## src/sv/cln_pkg.sv

```systemverilog
`default_nettype none
// ----------------------------------------------------------------------------
// cln_pkg
// Shared types, codes and microcode program of the character LCD nibble writer.
// ----------------------------------------------------------------------------
package cln_pkg;

    localparam int CHARS_PER_LINE_DEF = 16;
    localparam int OP_W   = 3;
    localparam int CHAR_W = 8;
    localparam int REP_W  = 5;
    localparam int NIB_W  = 4;
    localparam int WAIT_W = 2;
    localparam int UPC_W  = 5;

    typedef enum logic [OP_W-1:0] {
        OP_INIT        = 3'd0,
        OP_MSG_START   = 3'd1,
        OP_CHAR        = 3'd2,
        OP_CLEAR       = 3'd3,
        OP_SHIFT_LEFT  = 3'd4,
        OP_SHIFT_RIGHT = 3'd5
    } op_t;

    localparam logic [WAIT_W-1:0] WAIT_NONE  = 2'd0;
    localparam logic [WAIT_W-1:0] WAIT_100US = 2'd1;
    localparam logic [WAIT_W-1:0] WAIT_4MS   = 2'd2;
    localparam logic [WAIT_W-1:0] WAIT_40MS  = 2'd3;

    typedef enum logic [1:0] {
        SRC_CONST     = 2'd0,
        SRC_CHAR_HI   = 2'd1,
        SRC_CHAR_LO   = 2'd2,
        SRC_SHIFT_DIR = 2'd3
    } src_t;

    typedef enum logic [1:0] {
        LAST_NEVER   = 2'd0,
        LAST_ALWAYS  = 2'd1,
        LAST_REP_ONE = 2'd2
    } last_t;

    typedef enum logic [2:0] {
        SEQ_NEXT        = 3'd0,
        SEQ_END         = 3'd1,
        SEQ_BR_CHAR     = 3'd2,
        SEQ_BR_REP_ZERO = 3'd3,
        SEQ_LOOP_REP    = 3'd4
    } seq_t;

    typedef enum logic [2:0] {
        ACT_NONE    = 3'd0,
        ACT_HOME    = 3'd1,
        ACT_WRAP    = 3'd2,
        ACT_COL_INC = 3'd3,
        ACT_REP_DEC = 3'd4
    } act_t;

    typedef struct packed {
        logic              emit;
        src_t              src;
        logic              rs;
        logic [NIB_W-1:0]  nib;
        logic [WAIT_W-1:0] wait_code;
        last_t             last_mode;
        seq_t              seq;
        act_t              act;
        logic [UPC_W-1:0]  target;
    } uword_t;

    typedef struct packed {
        logic out_stall;
        logic char_full;
        logic second_line;
        logic rep_zero;
        logic rep_one;
    } useq_stat_t;

    localparam logic [UPC_W-1:0] PC_INIT       = 5'd0;
    localparam logic [UPC_W-1:0] PC_MSG_START  = 5'd14;
    localparam logic [UPC_W-1:0] PC_CHAR       = 5'd18;
    localparam logic [UPC_W-1:0] PC_CHAR_DATA  = 5'd21;
    localparam logic [UPC_W-1:0] PC_CLEAR      = 5'd23;
    localparam logic [UPC_W-1:0] PC_SHIFT      = 5'd25;
    localparam logic [UPC_W-1:0] PC_SHIFT_LOOP = 5'd26;

    localparam uword_t UW_END = '{1'b0, SRC_CONST, 1'b0, 4'h0, WAIT_NONE,
                                  LAST_NEVER, SEQ_END, ACT_NONE, 5'd0};

    function automatic uword_t cmd(input logic [NIB_W-1:0] nib,
                                   input logic [WAIT_W-1:0] w);
        cmd = '{1'b1, SRC_CONST, 1'b0, nib, w, LAST_NEVER, SEQ_NEXT, ACT_NONE, 5'd0};
    endfunction

    function automatic uword_t ucode(input logic [UPC_W-1:0] pc);
        uword_t w;
        w = UW_END;
        unique case (pc)
            5'd0:  w = cmd(4'h3, WAIT_4MS);
            5'd1:  w = cmd(4'h3, WAIT_100US);
            5'd2:  w = cmd(4'h3, WAIT_100US);
            5'd3:  w = cmd(4'h2, WAIT_100US);
            5'd4:  w = cmd(4'h2, WAIT_NONE);
            5'd5:  w = cmd(4'h8, WAIT_40MS);
            5'd6:  w = cmd(4'h0, WAIT_NONE);
            5'd7:  w = cmd(4'h8, WAIT_100US);
            5'd8:  w = cmd(4'h0, WAIT_NONE);
            5'd9:  w = cmd(4'h1, WAIT_100US);
            5'd10: w = cmd(4'h0, WAIT_NONE);
            5'd11: w = cmd(4'h6, WAIT_100US);
            5'd12: w = cmd(4'h0, WAIT_NONE);
            5'd13: w = '{1'b1, SRC_CONST, 1'b0, 4'hF, WAIT_100US,
                         LAST_ALWAYS, SEQ_END, ACT_HOME, 5'd0};
            5'd14: w = cmd(4'h0, WAIT_NONE);
            5'd15: w = cmd(4'h1, WAIT_NONE);
            5'd16: w = cmd(4'h8, WAIT_NONE);
            5'd17: w = '{1'b1, SRC_CONST, 1'b0, 4'h0, WAIT_NONE,
                         LAST_ALWAYS, SEQ_END, ACT_HOME, 5'd0};
            5'd18: w = '{1'b0, SRC_CONST, 1'b0, 4'h0, WAIT_NONE,
                         LAST_NEVER, SEQ_BR_CHAR, ACT_NONE, PC_CHAR_DATA};
            5'd19: w = cmd(4'hC, WAIT_NONE);
            5'd20: w = '{1'b1, SRC_CONST, 1'b0, 4'h0, WAIT_NONE,
                         LAST_NEVER, SEQ_NEXT, ACT_WRAP, 5'd0};
            5'd21: w = '{1'b1, SRC_CHAR_HI, 1'b1, 4'h0, WAIT_NONE,
                         LAST_NEVER, SEQ_NEXT, ACT_NONE, 5'd0};
            5'd22: w = '{1'b1, SRC_CHAR_LO, 1'b1, 4'h0, WAIT_NONE,
                         LAST_ALWAYS, SEQ_END, ACT_COL_INC, 5'd0};
            5'd23: w = cmd(4'h0, WAIT_NONE);
            5'd24: w = '{1'b1, SRC_CONST, 1'b0, 4'h1, WAIT_NONE,
                         LAST_ALWAYS, SEQ_END, ACT_HOME, 5'd0};
            5'd25: w = '{1'b0, SRC_CONST, 1'b0, 4'h0, WAIT_NONE,
                         LAST_NEVER, SEQ_BR_REP_ZERO, ACT_NONE, 5'd0};
            5'd26: w = cmd(4'h1, WAIT_NONE);
            5'd27: w = '{1'b1, SRC_SHIFT_DIR, 1'b0, 4'h0, WAIT_NONE,
                         LAST_REP_ONE, SEQ_LOOP_REP, ACT_REP_DEC, PC_SHIFT_LOOP};
            default: w = UW_END;
        endcase
        return w;
    endfunction

    function automatic logic [UPC_W-1:0] op_entry(input logic [OP_W-1:0] op);
        logic [UPC_W-1:0] pc;
        pc = PC_INIT;
        unique case (op)
            OP_INIT:        pc = PC_INIT;
            OP_MSG_START:   pc = PC_MSG_START;
            OP_CHAR:        pc = PC_CHAR;
            OP_CLEAR:       pc = PC_CLEAR;
            OP_SHIFT_LEFT,
            OP_SHIFT_RIGHT: pc = PC_SHIFT;
            default:        pc = PC_INIT;
        endcase
        return pc;
    endfunction

endpackage
`default_nettype wire

```

## src/sv/cln_useq.sv

```systemverilog
`default_nettype none
// ----------------------------------------------------------------------------
// cln_useq
// Microcode sequencer: step counter, program ROM and conditional jumps.
// ----------------------------------------------------------------------------
module cln_useq
    import cln_pkg::*;
(
    input  wire logic             clk,
    input  wire logic             rst_n,
    input  wire logic             start,
    input  wire logic [UPC_W-1:0] start_pc,
    input  wire useq_stat_t       stat,
    output logic                  busy,
    output logic                  fire,
    output uword_t                uw
);

    typedef enum logic [1:0] {
        S_IDLE = 2'b01,
        S_RUN  = 2'b10
    } state_t;

    state_t           state_reg, state_next;
    logic [UPC_W-1:0] pc_reg, pc_next;

    assign uw   = ucode(pc_reg);
    assign busy = (state_reg == S_RUN);
    assign fire = busy && !(uw.emit && stat.out_stall);

    always_comb
    begin
        state_next = state_reg;
        pc_next    = pc_reg;
        unique case (state_reg)
            S_IDLE:
            begin
                if (start)
                begin
                    state_next = S_RUN;
                    pc_next    = start_pc;
                end
            end
            S_RUN:
            begin
                if (fire)
                begin
                    pc_next = pc_reg + UPC_W'(1);
                    unique case (uw.seq)
                        SEQ_NEXT: ;
                        SEQ_END: state_next = S_IDLE;
                        SEQ_BR_CHAR:
                        begin
                            if (!stat.char_full)
                                pc_next = uw.target;
                            else if (stat.second_line)
                                state_next = S_IDLE;
                        end
                        SEQ_BR_REP_ZERO:
                        begin
                            if (stat.rep_zero)
                                state_next = S_IDLE;
                        end
                        SEQ_LOOP_REP:
                        begin
                            if (stat.rep_one)
                                state_next = S_IDLE;
                            else
                                pc_next = uw.target;
                        end
                        default: state_next = S_IDLE;
                    endcase
                end
            end
            default:
            begin
                state_next = S_IDLE;
            end
        endcase
    end

    always_ff @(posedge clk or negedge rst_n)
    begin
        if (!rst_n)
        begin
            state_reg <= S_IDLE;
            pc_reg    <= '0;
        end
        else
        begin
            state_reg <= state_next;
            pc_reg    <= pc_next;
        end
    end

    a_no_emit_on_stall: assert property (@(posedge clk) disable iff (!rst_n)
        (busy && uw.emit && stat.out_stall) |-> !fire)
        else $error("nibble step committed while output held");

    a_start_only_idle: assert property (@(posedge clk) disable iff (!rst_n)
        (state_reg == S_IDLE && start) |=> (state_reg == S_RUN && pc_reg == $past(start_pc)))
        else $error("sequencer missed entry point");

    a_state_onehot: assert property (@(posedge clk) disable iff (!rst_n)
        $onehot(state_reg))
        else $error("sequencer state not one-hot");

endmodule
`default_nettype wire

```

## src/sv/char_lcd_nibble_writer.sv

```systemverilog
`default_nettype none
// ----------------------------------------------------------------------------
// char_lcd_nibble_writer
// 4-bit character LCD nibble sequencer driven by a microcoded step ROM.
// ----------------------------------------------------------------------------
// The first nibble beat is registered: the accepted operation loads the step
//   counter, then its first emitting step loads the output register; character
//   and shift operations start with a branch step.
// Throughput: one ROM step per cycle unless an emitting step waits on a held
//   output beat, one nibble per emitting step; in_ready is low while busy.
// Reset: cursor homed to line 1 column 0, output register empty.
module char_lcd_nibble_writer
    import cln_pkg::*;
#(
    parameter int CHARS_PER_LINE = CHARS_PER_LINE_DEF
)
(
    input  wire logic              clk,
    input  wire logic              rst_n,
    input  wire logic              in_valid,
    output logic                   in_ready,
    input  wire logic [OP_W-1:0]   operation,
    input  wire logic [CHAR_W-1:0] char_code,
    input  wire logic [REP_W-1:0]  repeat_count,
    output logic                   out_valid,
    input  wire logic              out_ready,
    output logic                   register_select,
    output logic [NIB_W-1:0]       nibble,
    output logic [WAIT_W-1:0]      post_wait,
    output logic                   last
);

    localparam int COL_W = $clog2(CHARS_PER_LINE + 1);

    logic              busy, fire, start, op_known;
    uword_t            uw;
    useq_stat_t        stat;

    logic [CHAR_W-1:0] char_reg;
    logic [REP_W-1:0]  rep_reg, rep_next;
    logic              dir_right_reg;
    logic              second_reg, second_next;
    logic [COL_W-1:0]  col_reg, col_next;
    logic              out_valid_reg;
    logic [NIB_W-1:0]  nib_sel;
    logic              last_sel;

    assign in_ready = !busy;
    assign op_known = (operation <= OP_SHIFT_RIGHT);
    assign start    = in_valid && in_ready && op_known;

    assign stat.out_stall   = out_valid_reg && !out_ready;
    assign stat.char_full   = (col_reg >= COL_W'(CHARS_PER_LINE));
    assign stat.second_line = second_reg;
    assign stat.rep_zero    = (rep_reg == '0);
    assign stat.rep_one     = (rep_reg == REP_W'(1));

    cln_useq u_useq (
        .clk      (clk),
        .rst_n    (rst_n),
        .start    (start),
        .start_pc (op_entry(operation)),
        .stat     (stat),
        .busy     (busy),
        .fire     (fire),
        .uw       (uw)
    );

    always_comb
    begin
        case (uw.src)
            SRC_CHAR_HI:   nib_sel = char_reg[7:4];
            SRC_CHAR_LO:   nib_sel = char_reg[3:0];
            SRC_SHIFT_DIR: nib_sel = dir_right_reg ? 4'hC : 4'h8;
            default:       nib_sel = uw.nib;
        endcase
        case (uw.last_mode)
            LAST_ALWAYS:  last_sel = 1'b1;
            LAST_REP_ONE: last_sel = stat.rep_one;
            default:      last_sel = 1'b0;
        endcase
    end

    always_comb
    begin
        rep_next    = rep_reg;
        second_next = second_reg;
        col_next    = col_reg;
        if (start)
            rep_next = repeat_count;
        if (fire)
        begin
            unique case (uw.act)
                ACT_NONE: ;
                ACT_HOME:
                begin
                    second_next = 1'b0;
                    col_next    = '0;
                end
                ACT_WRAP:
                begin
                    second_next = 1'b1;
                    col_next    = '0;
                end
                ACT_COL_INC: col_next = col_reg + COL_W'(1);
                ACT_REP_DEC: rep_next = rep_reg - REP_W'(1);
                default: ;
            endcase
        end
    end

    always_ff @(posedge clk or negedge rst_n)
    begin
        if (!rst_n)
        begin
            second_reg    <= 1'b0;
            col_reg       <= '0;
            out_valid_reg <= 1'b0;
        end
        else
        begin
            second_reg <= second_next;
            col_reg    <= col_next;
            if (fire && uw.emit)
                out_valid_reg <= 1'b1;
            else if (out_ready)
                out_valid_reg <= 1'b0;
        end
    end

    always_ff @(posedge clk)
    begin
        rep_reg <= rep_next;
        if (start)
        begin
            char_reg      <= char_code;
            dir_right_reg <= (operation == OP_SHIFT_RIGHT);
        end
        if (fire && uw.emit)
        begin
            register_select <= uw.rs;
            nibble          <= nib_sel;
            post_wait       <= uw.wait_code;
            last            <= last_sel;
        end
    end

    assign out_valid = out_valid_reg;

    a_col_bound: assert property (@(posedge clk) disable iff (!rst_n)
        col_reg <= COL_W'(CHARS_PER_LINE))
        else $error("column count past line length");

    a_rep_dec_nonzero: assert property (@(posedge clk) disable iff (!rst_n)
        (fire && uw.act == ACT_REP_DEC) |-> !stat.rep_zero)
        else $error("shift count underflow");

    a_beat_held: assert property (@(posedge clk) disable iff (!rst_n)
        (out_valid_reg && !out_ready) |=> (out_valid_reg && $stable(nibble) && $stable(last)))
        else $error("pending beat overwritten");

endmodule
`default_nettype wire
```

## config.mk

```make
export PLATFORM = sky130hd
export DESIGN_NAME = char_lcd_nibble_writer
export DESIGN_NICKNAME = d
export VERILOG_FILES = /design/src/sv/cln_pkg.sv /design/src/sv/cln_useq.sv /design/src/sv/char_lcd_nibble_writer.sv
export SDC_FILE = /design/constraint.sdc
export NUM_CORES = 1
export LEC_CHECK = 0
export ABC_AREA = 0
export BUFFER_PORTS_ARGS = -buffer_cell sky130_fd_sc_hd__buf_4
export CAP_MARGIN = 40
export CORE_MARGIN = 2
export CORE_UTILIZATION = 50
export DETAILED_ROUTE_END_ITERATION = 8
export PLACE_DENSITY = 0.73
export SLEW_MARGIN = 5
export SYNTH_ARGS = -nofsm -noshare
export SYNTH_HDL_FRONTEND = slang
export SYNTH_HIERARCHICAL = 1
export SYNTH_SLANG_ARGS = --single-unit
export TNS_END_PERCENT = 100
```

## constraint.sdc

```tcl
create_clock -name clk -period 2.54 [get_ports clk]
set_input_delay 0.508 -clock clk [delete_from_list [all_inputs] [get_ports clk]]
set_output_delay 0.508 -clock clk [all_outputs]
set_load 0.01 [all_outputs]
```

Word-level counts from Yosys, hierarchy flattened
Memory sizes are Yosys's and may differ from the RTL's.
Index checks and enable logic that the tools add are counted.
{"block": "word_totals", "n_memories": 1, "output_inout_bits": 10, "rom_bits": 736, "reg_bits": 36}
{"block": "classes", "mux": 25, "order_cmp": 2, "eq_ne": 27, "addsub": 3, "reduce_logical": 21}
{"memory": "(no name shown)", "depth": 32, "width": 23, "rd": 1, "rd_clocked_by_memory_dff": 0, "wr": 0, "line": "cln_pkg.sv:98", "rtl": "unique case (pc)"}
{"operator": "5-bit 2-to-1 mux", "count": 7}
{"operator": "5-bit case mux with 2 select lines", "count": 3}
{"operator": "5-bit case mux with 4 select lines", "count": 1}
{"operator": "3-bit by 2-bit equality test with 1-bit output, second input constant", "count": 6}
{"operator": "3-bit equality test, second input constant", "count": 4}
{"operator": "2-bit 2-to-1 mux", "count": 6}
{"operator": "4-bit case mux with 3 select lines", "count": 1}
{"operator": "5-bit by 1-bit adder with 5-bit output, second input constant", "count": 2}
{"operator": "3-bit inequality test, second input constant", "count": 3}
{"operator": "2-bit equality test, second input constant", "count": 4}
{"operator": "2-bit case mux with 4 select lines", "count": 1}
{"operator": "2-bit nonzero test", "count": 4}
{"operator": "7-bit AND reduction", "count": 1}
{"operator": "2-bit by 1-bit equality test with 1-bit output, second input constant", "count": 3}
{"operator": "3-bit by 1-bit equality test with 1-bit output, second input constant", "count": 2}
{"operator": "1-bit logical AND", "count": 6}
{"operator": "5-bit by 1-bit equality test with 1-bit output, second input constant", "count": 1}
{"operator": "5-bit >= comparator, second input constant", "count": 1}
{"operator": "5-bit logical NOT", "count": 1}
{"operator": "5-bit by 1-bit subtractor with 5-bit output, second input constant", "count": 1}
{"operator": "2-bit inequality test, second input constant", "count": 2}
{"operator": "1-bit case mux with 2 select lines", "count": 2}
{"operator": "2-bit case mux with 2 select lines", "count": 1}
{"operator": "2-bit AND reduction", "count": 2}
{"operator": "9 further kinds", "count": 13}

Depth between registers and ports, before layout
Gate-level depths: netlist of the first run.
{"block": "logic_depth", "ltp_word": 7, "ltp_mapped": 11, "mapped_depth_nobuf": 11}

Cells and area by module
The synthesis of the first run kept the hierarchy.
{"module": "char_lcd_nibble_writer", "instances": 1, "area_each_um2": 1436.4, "seq_area_each_um2": 785.8, "cells_per_inst": 126}
{"module": "cln_useq", "instances": 1, "area_each_um2": 1152.4, "seq_area_each_um2": 176.4, "cells_per_inst": 148}

Worst setup path before layout of the first run
No wires, ideal clock.
{"block": "synth_timing", "path_type": "register to register", "start": "register u_useq.state_reg[0]", "end": "register u_useq.pc_reg[0]", "slack_ps": 93, "synth_period_minus_slack_ps": 2447, "required_ps": 2464, "arrival_time_ps": 2370, "stages_incl_launch_ff": 11, "n_path_buf": 2, "path_cell_list": "dfstp_2 nor2b_1 buf_2 nor2b_1 and2_1 and3b_1 buf_1 a21oi_1 a311o_1 a2bb2oi_1 o21ai_1"}
{"block": "synth_between", "elab_chain_len": 6, "elab_cells_between_ends": 11}
{"element": "from (decl)", "line": "cln_useq.sv:24", "rtl": "state_t state_reg, state_next;"}
{"element": "from (signal assigned)", "line": "cln_useq.sv:91", "rtl": "state_reg <= state_next;"}
{"element": "2-bit equality test", "line": "cln_useq.sv:28", "rtl": "assign busy = (state_reg == S_RUN);"}
{"element": "net busy", "line": "char_lcd_nibble_writer.sv:35", "rtl": "logic busy, fire, start, op_known;"}
{"element": "1-bit logical NOT", "line": "char_lcd_nibble_writer.sv:48", "rtl": "assign in_ready = !busy;"}
{"element": "1-bit logical AND (2 in a row)", "line": "char_lcd_nibble_writer.sv:50", "rtl": "assign start = in_valid && in_ready && op_known;"}
{"element": "net start", "line": "char_lcd_nibble_writer.sv:35"}
{"element": "2-bit inequality test (no source line)"}
{"element": "3-bit AND reduction (no source line)"}
{"element": "to (signal assigned)", "line": "cln_useq.sv:92", "rtl": "pc_reg <= pc_next;"}
{"element": "to (decl)", "line": "cln_useq.sv:25", "rtl": "logic [UPC_W-1:0] pc_reg, pc_next;"}
The timed path passes the listed nets, and every way through them passes these cells.
A chain may end at the register's enable or synchronous reset.

Worst setup path in the final report of the first run
{"block": "layout_timing", "start": "register u_useq.pc_reg[0]", "end": "register rep_reg[3]"}
{"block": "layout_between", "elab_chain_len": 5, "elab_cells_between_ends": 7}
{"element": "memory read 32 x 23 bit"}
{"element": "1-bit logical AND", "line": "cln_useq.sv:29", "rtl": "assign fire = busy && !(uw.emit && stat.out_stall);"}
{"element": "1-bit logical NOT", "line": "cln_useq.sv:29"}
{"element": "1-bit logical AND", "line": "cln_useq.sv:29"}
{"element": "net fire", "line": "char_lcd_nibble_writer.sv:35"}
{"element": "5-bit 2-to-1 mux", "line": "char_lcd_nibble_writer.sv:91", "rtl": "if (fire)"}
{"element": "net rep_next[3]", "line": "char_lcd_nibble_writer.sv:40", "rtl": "logic [REP_W-1:0] rep_reg, rep_next;"}
{"element": "to (signal assigned)", "line": "char_lcd_nibble_writer.sv:133", "rtl": "rep_reg <= rep_next;"}
{"element": "to (decl)", "line": "char_lcd_nibble_writer.sv:40"}
The timed path passes the listed nets, and every way through them passes these cells.

==> results of run 1 <==
## worst min-delay path by stage
stage | from | end | slack, ns
floorplan | rst_n | col_reg[0] | 0.21
global placement | rst_n | u_useq/state_reg[1] | 0.38
detailed placement | rst_n | out_valid | 0.38
CTS | rst_n | u_useq/pc_reg[1] | 0.06
global route | rst_n | u_useq/state_reg[1] | 0.05
finish | rst_n | u_useq/pc_reg[1] | 0.05
## worst register-to-register path: stages (launching register included)
cell and delay [ns]:
dfrtp_1 0.43, buf_4 0.18, ha_1 0.26, o211a_1 0.24
or3_4 0.37, nand2_4 0.10, inv_4 0.06, and4bb_2 0.26
a21oi_2 0.18, o21ai_0 0.12, o211ai_1 0.09
## placed cells by master, fill, tap and decap left out, types with 3 or more instances in the layout
master / count
buf_4: 47
nand2_1: 29
nor2_1: 27
inv_1: 17
edfxtp_1: 17
ha_1: 15
a21oi_1: 12
dfrtp_1: 12
o21ai_0: 11
nor2b_1: 8
nor3_1: 8
mux2i_1: 8
nand2b_1: 5
clkbuf_8: 5
dfxtp_1: 5
and2_1: 4
xnor2_1: 4
nand3_1: 4
o21ai_1: 3
mux2_2: 3
xor2_1: 3
bufinv_16: 3
o22ai_1: 3
a21o_1: 3
a21boi_0: 3
## report_power, final
part / leakage [nW] / internal, W / switching, W
combinational: 0.833 / 0.000712 / 0.000892
clock: 0.0784 / 0.000491 / 0.000226
sequential: 0.379 / 0.000777 / 0.000121
total: 1.29 / 0.00198 / 0.00124
## layer usage
layer	vias up	wire [um]
met3	5	344
li1	1037	-
met1	962	2520
met2	68	2400
met5	-	0
met4	0	50
## stage by stage
step                      cell area (um2)  utilization [%]  std cells
after global routing                 3070             61.4        381
after detailed placement             2910             58.1        373
after global placement               2910             58.1        373
after floorplan                      2560                -        270
final                                3070             61.4        381
after CTS                            3070             61.3        381
## final cells by class
| class | count | area (um2) |
|---|---|---|
| sequential | 36 | 963 |
| clock buffer | 5 | 68.8 |
| tap | 70 | 87.6 |
| multi-input combinational | 201 | 1440 |
| clock inverter | 3 | 90.1 |
| inverter | 19 | 73.8 |
| fill | 437 | 1940 |
| timing repair buffer | 47 | 353 |
## repair_timing
action / in CTS / in global routing
resized for setup: 0 / 2
endpoints found under the setup margin: 0 / 8
setup buffers: 0 / 0
==> flow_metrics.env, run 1 <==
export IMPL_syn2layout_area_growth_pct=20.0
export IMPL_critical_path_top_delay_family="simple AND/OR/NAND/NOR gates"
export IMPL_clk_latency_ns=0.30
export IMPL_clkTransAtPathRegs_ns=0.08
export IMPL_grt_pass1_vias=1862
export IMPL_cts_tree="done"
export IMPL_portBuffers=29
export IMPL_syn_nets=305
export IMPL_grt_use_met2_pct=31.2
export IMPL_die_area_mm2=0.00571
export IMPL_die_h_um=75.6
export IMPL_rows=26
export IMPL_outcome="complete, no violations"
export IMPL_total_power_w=0.00322
export IMPL_ys_warn_count=6
export IMPL_cts_sinks=36
export IMPL_setup_worst_path_class="flip-flop to flip-flop"
export IMPL_critPathCapture="rep_reg[3]"
export IMPL_p_leak_nw=1.29
export IMPL_n_antenna_cell=0
export IMPL_dieWidth_um=75.6
export IMPL_postCtsHoldBufs=0
export IMPL_drive_gt1_share_pct=25.4
export IMPL_grt_remaining_overflow=0
export IMPL_hold_path_class="input pin to asynchronous set/reset pin"
export IMPL_postSynthCellCount=270
export IMPL_rrSetupSlack_ns=0.17
export IMPL_r2r_end="rep_reg[3]"
export IMPL_dp_slack_ns=0.111
export IMPL_slowest_stage="dfrtp_1"
export IMPL_peakVddDrop_mv=0.523
export IMPL_critPathArrivalTime_ns=2.60
export IMPL_min_period_ns=2.37
export IMPL_numCtsBuffers=5
export IMPL_finClkSkew_ns=0.00841
export IMPL_start_kind="flip-flop"
export IMPL_worstMarginPinSlew_ns=0.437
export IMPL_first_pass_iters=4
export IMPL_drv_slew=0
export IMPL_p_per_area_mw_per_mm2=1050
export IMPL_cp_buffers_inverters=2
export IMPL_cp_depth=10
export IMPL_max_freq_mhz=421
export IMPL_fin_setup_tns_ns=0
export IMPL_slew_headroom_pct=70.7
export IMPL_detailed_place_hpwl_um=4040
export IMPL_r2r_cells=10
export IMPL_fin_ws_ns=0.166
export IMPL_wire_per_inst_um=13.9
export IMPL_rsz0062_at_grt="false"
export IMPL_root_buffer="clkbuf_8"
export IMPL_drtIter0Drc=217
export IMPL_antenna_found_initial=0
export IMPL_grt_met1_usage_pct=30.6
export IMPL_largest_reg_flops=8
export IMPL_initial_core_util_pct=51.1
export IMPL_fp_coreArea_mm2=0.00501
export IMPL_finalHoldWorstSlack_ns=0.0496
export IMPL_grt_busiest_layer="met2"
export IMPL_slowest_delay_ns=0.43
export IMPL_avgViaCountPerCell=5.44
export IMPL_met3_usage_pct=3.97
export IMPL_startpoint="u_useq/pc_reg[0]"
export IMPL_ioPinCount=30
export IMPL_ant_nets=0
export IMPL_worst_path_max_fanout=10
export IMPL_required_ns=2.76
export IMPL_nets=345
export IMPL_hold_viol_final=0
export IMPL_htree_levels=2
export IMPL_clk_path_buf_depth=2
export IMPL_cp_cell_sequence="buf_4, ha_1, o211a_1, or3_4, nand2_4, inv_4, and4bb_2, a21oi_2, o21ai_0, o211ai_1"
export IMPL_avgSynthCellArea_um2=9.49
export IMPL_cap_violations=0
export IMPL_wl_um=5310
export IMPL_end_kind="flip-flop"
export IMPL_vias=2072
export IMPL_synth_area_mm2=0.00256
export IMPL_finalSetupViolCount=0
export IMPL_grt_pass1_wl_um=8830
export IMPL_grt_max_degree=15
export IMPL_gp_congestion=0.925
export IMPL_rr_startpoint="u_useq/pc_reg[0]"
export IMPL_drc=0
export IMPL_fin_crit_sh_pct=93.5
export IMPL_track_usage_pct=20.7
Note: power is estimated with default switching activity, not from simulation.
==> inputs of run 2 (changes only) <==
--- a/config.mk
+++ b/config.mk
@@ -5,7 +5,7 @@
 export SDC_FILE = /design/constraint.sdc
 export NUM_CORES = 1
 export LEC_CHECK = 0
-export ABC_AREA = 0
+export ABC_AREA = 1
 export BUFFER_PORTS_ARGS = -buffer_cell sky130_fd_sc_hd__buf_4
 export CAP_MARGIN = 40
 export CORE_MARGIN = 2
==> run 2 against run 1 <==
  * Total power fell by 11%
  * Die area grew 2.1%
  * Setup slack improved by 0.12 ns
  * Wire length increased by 0.23%
  * Final cell count is 15% higher
  * Sequential share of layout area rose by 1.0 points
  * Largest cell class unchanged
==> flow_metrics.env, run 2 <==
export IMPL_outcome="complete, no violations"
export IMPL_rsz0062_at_grt="false"
export IMPL_p_leak_nw=1.42
export IMPL_end_kind="flip-flop"
export IMPL_initial_core_util_pct=51.6
export IMPL_cts_setup_buffers=0
export IMPL_required_ns=2.50
export IMPL_wire_per_inst_um=12.2
export IMPL_drv_slew=0
export IMPL_setup_worst_path_class="flip-flop to flip-flop"
export IMPL_numCtsBuffers=5
export IMPL_ant_nets=0
export IMPL_critPathArrivalTime_ns=2.21
export IMPL_final_util_pct=58.6
export IMPL_worst_path_max_fanout=11
export IMPL_dieWidth_um=76.4
export IMPL_p_per_area_mw_per_mm2=959
export IMPL_post_cts_resized=0
export IMPL_dp_slack_ns=0.286
export IMPL_root_buffer="clkbuf_8"
export IMPL_drive_gt1_share_pct=22.9
export IMPL_clk_path_buf_depth=2
export IMPL_clk_latency_ns=0.29
export IMPL_detailed_place_hpwl_um=4230
export IMPL_fillers=457
export IMPL_avgViaCountPerCell=5.14
export IMPL_cp_buffers_inverters=2
export IMPL_dp_cells=429
export IMPL_total_power_w=0.00285
export IMPL_max_freq_mhz=445
export IMPL_ys_warn_count=6
export IMPL_largest_reg_flops=8
export IMPL_grt_max_degree=15
export IMPL_peakVddDrop_mv=0.719
export IMPL_clkTransAtPathRegs_ns=0.07
export IMPL_postSynthCellCount=335
export IMPL_die_h_um=76.4
export IMPL_hold_path_class="input pin to asynchronous set/reset pin"
export IMPL_fin_crit_sh_pct=88.5
export IMPL_final_common_cell="nand2_1"
export IMPL_htree_levels=2
export IMPL_vias=2246
export IMPL_rows=26
export IMPL_slew_headroom_pct=49.2
export IMPL_drtIter0Drc=101
export IMPL_n_antenna_cell=0
export IMPL_min_period_ns=2.25
export IMPL_drc=0
export IMPL_cts_tree="done"
export IMPL_nets=401
export IMPL_start_kind="flip-flop"
export IMPL_ioPinCount=30
export IMPL_first_pass_iters=4
export IMPL_slowest_stage="dfrtp_1"
export IMPL_cts_sinks=36
export IMPL_critical_path_top_delay_family="simple AND/OR/NAND/NOR gates"
export IMPL_finalNonFillerCells=437
export IMPL_fin_setup_tns_ns=0
export IMPL_track_usage_pct=18.7
export IMPL_rrSetupSlack_ns=0.29
export IMPL_cap_violations=0
export IMPL_hold_viol_final=0
export IMPL_postCtsHoldBufs=0
export IMPL_layout_common_cells="73 x nand2_1, 43 x inv_1, 37 x nand3_1"
export IMPL_grt_pass1_wl_um=8960
export IMPL_fp_coreArea_mm2=0.00507
export IMPL_fin_ws_ns=0.291
export IMPL_cp_cell_sequence="inv_1, ha_1, nand2_4, nand2_4, nand3_2, and2_4, nor2_4, nand2_1, inv_1"
export IMPL_slowest_delay_ns=0.50
export IMPL_avgSynthCellArea_um2=7.82
export IMPL_grt_pass1_vias=2042
export IMPL_die_area_mm2=0.00583
export IMPL_wl_um=5320
export IMPL_worstMarginPinSlew_ns=0.753
export IMPL_antenna_found_initial=0
export IMPL_grt_remaining_overflow=0
export IMPL_syn_nets=370
export IMPL_gp_congestion=0.990
export IMPL_portBuffers=29
export IMPL_synth_area_mm2=0.00262
export IMPL_syn2layout_area_growth_pct=13.6
export IMPL_finalSetupViolCount=0
export IMPL_finClkSkew_ns=0.00640
[run 2: worst reg2reg max path: stages (launching register included)]
cell     delay [ns]
dfrtp_1        0.50
inv_1          0.18
ha_1           0.24
nand2_4        0.08
nand2_4        0.07
nand3_2        0.07
and2_4         0.17
nor2_4         0.20
nand2_1        0.11
inv_1          0.30
[run 2: per-layer routing]
layer | wire length [um] | GRT usage (%)
met5 | 0 | 0
met4 | 87 | 5.64
met3 | 177 | 3.20
met2 | 2720 | 32.8
met1 | 2340 | 23.5
[run 2: final cells by class]
| class | instances | area (um2) | share of cell area (%) |
|---|---|---|---|
| inverters | 51 | 203 | 6.81 |
| clock inverters | 3 | 18.8 | 0.631 |
| multi-input cells | 240 | 1400 | 46.9 |
| clock buffers | 5 | 68.8 | 2.31 |
| repair buffers | 32 | 240 | 8.07 |
| well taps | 70 | 87.6 | 2.94 |
| flip-flops and latches | 36 | 962 | 32.3 |
[run 2: through the flow]
step	hold WS, ns	instance area (um2)
4_1_cts	0.0554	2980
6_report	0.0561	2980
5_1_grt	0.0617	2980
2_1_floorplan	0.212	2620
3_3_place_gp	0.368	2890
3_5_place_dp	0.367	2890
[run 2: path summary, 6_finish.rpt]
kind / end / depth (start not counted) / startpoint
setup / recovery: post_wait[1] / 9 / u_useq/pc_reg[0]
hold / removal: u_useq/pc_reg[3] / 1 / rst_n
setup reg to reg: post_wait[1] / 9 / u_useq/pc_reg[0]
hold reg to reg: rep_reg[0] / 3 / rep_reg[0]
max in group asynchronous: u_useq/state_reg[0] / 1 / rst_n
min in group clk: char_reg[0] / 1 / char_code[0]
[run 2: report_power, final]
part	total (W)	leakage [nW]	switching (W)	internal (W)
Combinational	0.00151	0.990	0.000969	0.000545
Clock	0.000405	0.0479	0.000214	0.000191
Sequential	0.000936	0.377	0.000165	0.000770
==> inputs of run 3 (changes only) <==
--- a/config.mk
+++ b/config.mk
@@ -15,6 +15,5 @@
 export SLEW_MARGIN = 5
 export SYNTH_ARGS = -nofsm -noshare
 export SYNTH_HDL_FRONTEND = slang
-export SYNTH_HIERARCHICAL = 1
 export SYNTH_SLANG_ARGS = --single-unit
 export TNS_END_PERCENT = 100
==> run 3 against run 2 <==
  * Final cell count shrank 2.3%
  * Combinational power is 23% higher
  * Register-to-register slack improved by 0.02 ns
  * Clock-buffer cell count rose by 2
  * Synthesized cell count is 2.4% lower
  * Maximum frequency increased by 1.1%
  * Clock skew fell by 0.0022 ns
  * Area after synthesis shrank 4.7%
==> flow_metrics.env, run 3 <==
export IMPL_outcome="complete, no violations"
export IMPL_wl_met2_um=2380
export IMPL_finalNonFillerCells=427
export IMPL_synth_top_area_cell="edfxtp_1"
export IMPL_total_power_w=0.00328
export IMPL_wl_um=5410
export IMPL_fp_coreArea_mm2=0.00475
export IMPL_ys_warn_count=0
export IMPL_postCtsHoldBufs=0
export IMPL_cap_violations=0
export IMPL_ant_nets=0
export IMPL_layout_common_cells="83 x nand2_1, 31 x buf_4, 30 x inv_1"
export IMPL_min_period_ns=2.23
export IMPL_ys_seq_area_share_pct=38.5
export IMPL_finalSetupViolCount=0
export IMPL_synth_top_area_share_pct=20.5
export IMPL_route_top_layer_used="met4"
export IMPL_m1WireLength_um=2580
export IMPL_hold_path_class="input pin to asynchronous set/reset pin"
export IMPL_post_synth_top_count_cell="nand2_1"
export IMPL_cp_depth=10
export IMPL_synth_common_cells="83 x nand2_1, 30 x inv_1, 28 x nand3_1, 28 x nor2_1"
export IMPL_hold_viol_final=0
export IMPL_fin_crit_sh_pct=87.6
export IMPL_async_flop_share_pct=38.9
export IMPL_vias=2230
export IMPL_track_usage_pct=21.7
export IMPL_avgViaCountPerCell=5.22
export IMPL_rr_startpoint="u_useq.pc_reg[0]"
export IMPL_worstMarginPinSlew_ns=0.511
export IMPL_dp_cells=419
export IMPL_cts_tree="done"
export IMPL_worst_path_max_fanout=9
export IMPL_rows=25
export IMPL_ioPinCount=30
export IMPL_critical_path_top_delay_family="buffers and inverters"
export IMPL_cts_setup_buffers=0
export IMPL_slowest_delay_ns=0.49
export IMPL_die_h_um=74.7
export IMPL_synth_ff_type="edfxtp_1"
export IMPL_grt_pass1_wl_um=9140
export IMPL_wire_per_inst_um=12.7
export IMPL_gp_congestion=0.964
export IMPL_drc=0
export IMPL_first_pass_iters=5
export IMPL_p_per_area_mw_per_mm2=1150
export IMPL_grt_remaining_overflow=0
export IMPL_final_common_cell="nand2_1"
export IMPL_wl_met3_um=342
export IMPL_initial_core_util_pct=52.5
export IMPL_syn2layout_area_growth_pct=14.2
export IMPL_synth_seq_cells=36
export IMPL_finalHoldWorstSlack_ns=0.0495
export IMPL_start_kind="flip-flop"
export IMPL_max_freq_mhz=449
export IMPL_peakVddDrop_mv=0.649
export IMPL_end_kind="flip-flop"
export IMPL_r2r_cells=10
export IMPL_fillers=461
export IMPL_n_antenna_cell=0
export IMPL_slowest_stage="dfrtp_1"
export IMPL_synth_edf_count=17
export IMPL_critPathArrivalTime_ns=2.20
export IMPL_rrSetupSlack_ns=0.31
export IMPL_clkTransAtPathRegs_ns=0.07
export IMPL_syn_nets=364
export IMPL_setup_worst_path_class="flip-flop to flip-flop"
export IMPL_drtIter0Drc=261
export IMPL_largest_reg_flops=8
export IMPL_synth_area_mm2=0.00250
export IMPL_finClkSkew_ns=0.00421
export IMPL_clk_path_buf_depth=2
export IMPL_dieWidth_um=74.7
export IMPL_cts_sinks=36
export IMPL_portBuffers=29
export IMPL_slew_headroom_pct=66.0
export IMPL_cp_cell_sequence="inv_1, ha_1, inv_1, o21ai_1, nand3_1, nand3_1, nand2_1, inv_2, nand2_1, inv_1"
export IMPL_r2r_end="nibble[3]"
export IMPL_synthTopCellsByArea="edfxtp_1 20%, dfrtp_1 13%, nand2_1 12%"
export IMPL_fin_setup_tns_ns=0
export IMPL_numCtsBuffers=5
export IMPL_grt_max_degree=16
export IMPL_grt_pass1_vias=1982
export IMPL_postSynthCellCount=327
export IMPL_die_area_mm2=0.00557
export IMPL_detailed_place_hpwl_um=4130
export IMPL_htree_levels=2
export IMPL_drive_gt1_share_pct=19.7
export IMPL_clk_latency_ns=0.29
export IMPL_post_cts_resized=0
export IMPL_antenna_found_initial=0
export IMPL_yosysUniqueCellTypes=39
export IMPL_avgSynthCellArea_um2=7.63
export IMPL_cpMostUsedCell="inv_1"
export IMPL_root_buffer="clkbuf_8"
export IMPL_required_ns=2.51
export IMPL_cp_buffers_inverters=4
export IMPL_nets=396
export IMPL_p_leak_nw=1.41
export IMPL_rsz0062_at_grt="false"
export IMPL_drv_slew=0
run 3: layout make-up:
class / count / area (um2) / area share (%)
Sequential cell: 36 / 962 / 33.7
Clock buffer: 7 / 76.3 / 2.68
Multi-Input combinational cell: 240 / 1320 / 46.4
Timing Repair Buffer: 31 / 233 / 8.16
Clock inverter: 1 / 5.00 / 0.176
Inverter: 45 / 169 / 5.92
Tap cell: 67 / 83.8 / 2.94
run 3: where the power goes:
group	total, W	switching (W)	internal [W]	leakage [nW]
clock network	0.000392	0.000199	0.000192	0.0422
registers	0.00102	0.000184	0.000838	0.380
logic	0.00186	0.00120	0.000659	0.990
run 3: per-layer routing:
layer	vias up	GRT usage (%)
li1	1135	-
met1	996	30.7
met2	86	32.6
met3	13	4.95
met4	0	7.94
met5	-	0
run 3: how the worst max path moves through the flow:
stage | from | endpoint | slack [ns]
floorplan | u_useq.pc_reg[0] | last | 0.61
global placement | u_useq.pc_reg[0] | nibble[0] | 0.41
detailed placement | u_useq.pc_reg[0] | nibble[1] | 0.32
CTS | u_useq.pc_reg[0] | nibble[1] | 0.33
global route | u_useq.pc_reg[0] | post_wait[0] | 0.08
finish | u_useq.pc_reg[0] | nibble[3] | 0.31
run 3: cells by family after synthesis:
| family | Yosys count | share of synthesized area (%) |
|---|---|---|
| adder cells (fa/ha/maj) | 17 | 8.52 |
| AND/OR/NAND/NOR | 166 | 30.2 |
| buffers and inverters | 51 | 8.47 |
| AO/OA/AOI/OAI | 50 | 11.8 |
| flip-flops | 36 | 38.5 |
| XOR/XNOR | 7 | 2.46 |
run 3: metrics by stage:
step           cell area, um2  utilization (%)  worst slack, ns
6_report                 2850             60.0            0.315
5_1_grt                  2850             60.0           0.0766
4_1_cts                  2850             60.0            0.330
3_5_place_dp             2770             58.3            0.325
3_3_place_gp             2770             58.3            0.415
2_1_floorplan            2500                -            0.609
run 3: worst reg2reg max path: cells and delay by family, from the launching register on:
family          cells  cell delay [ns]
fa+ha+maj           1             0.20
buf+inv             4             0.63
simple gates        4             0.44
flops               1             0.49
compound gates      1             0.16
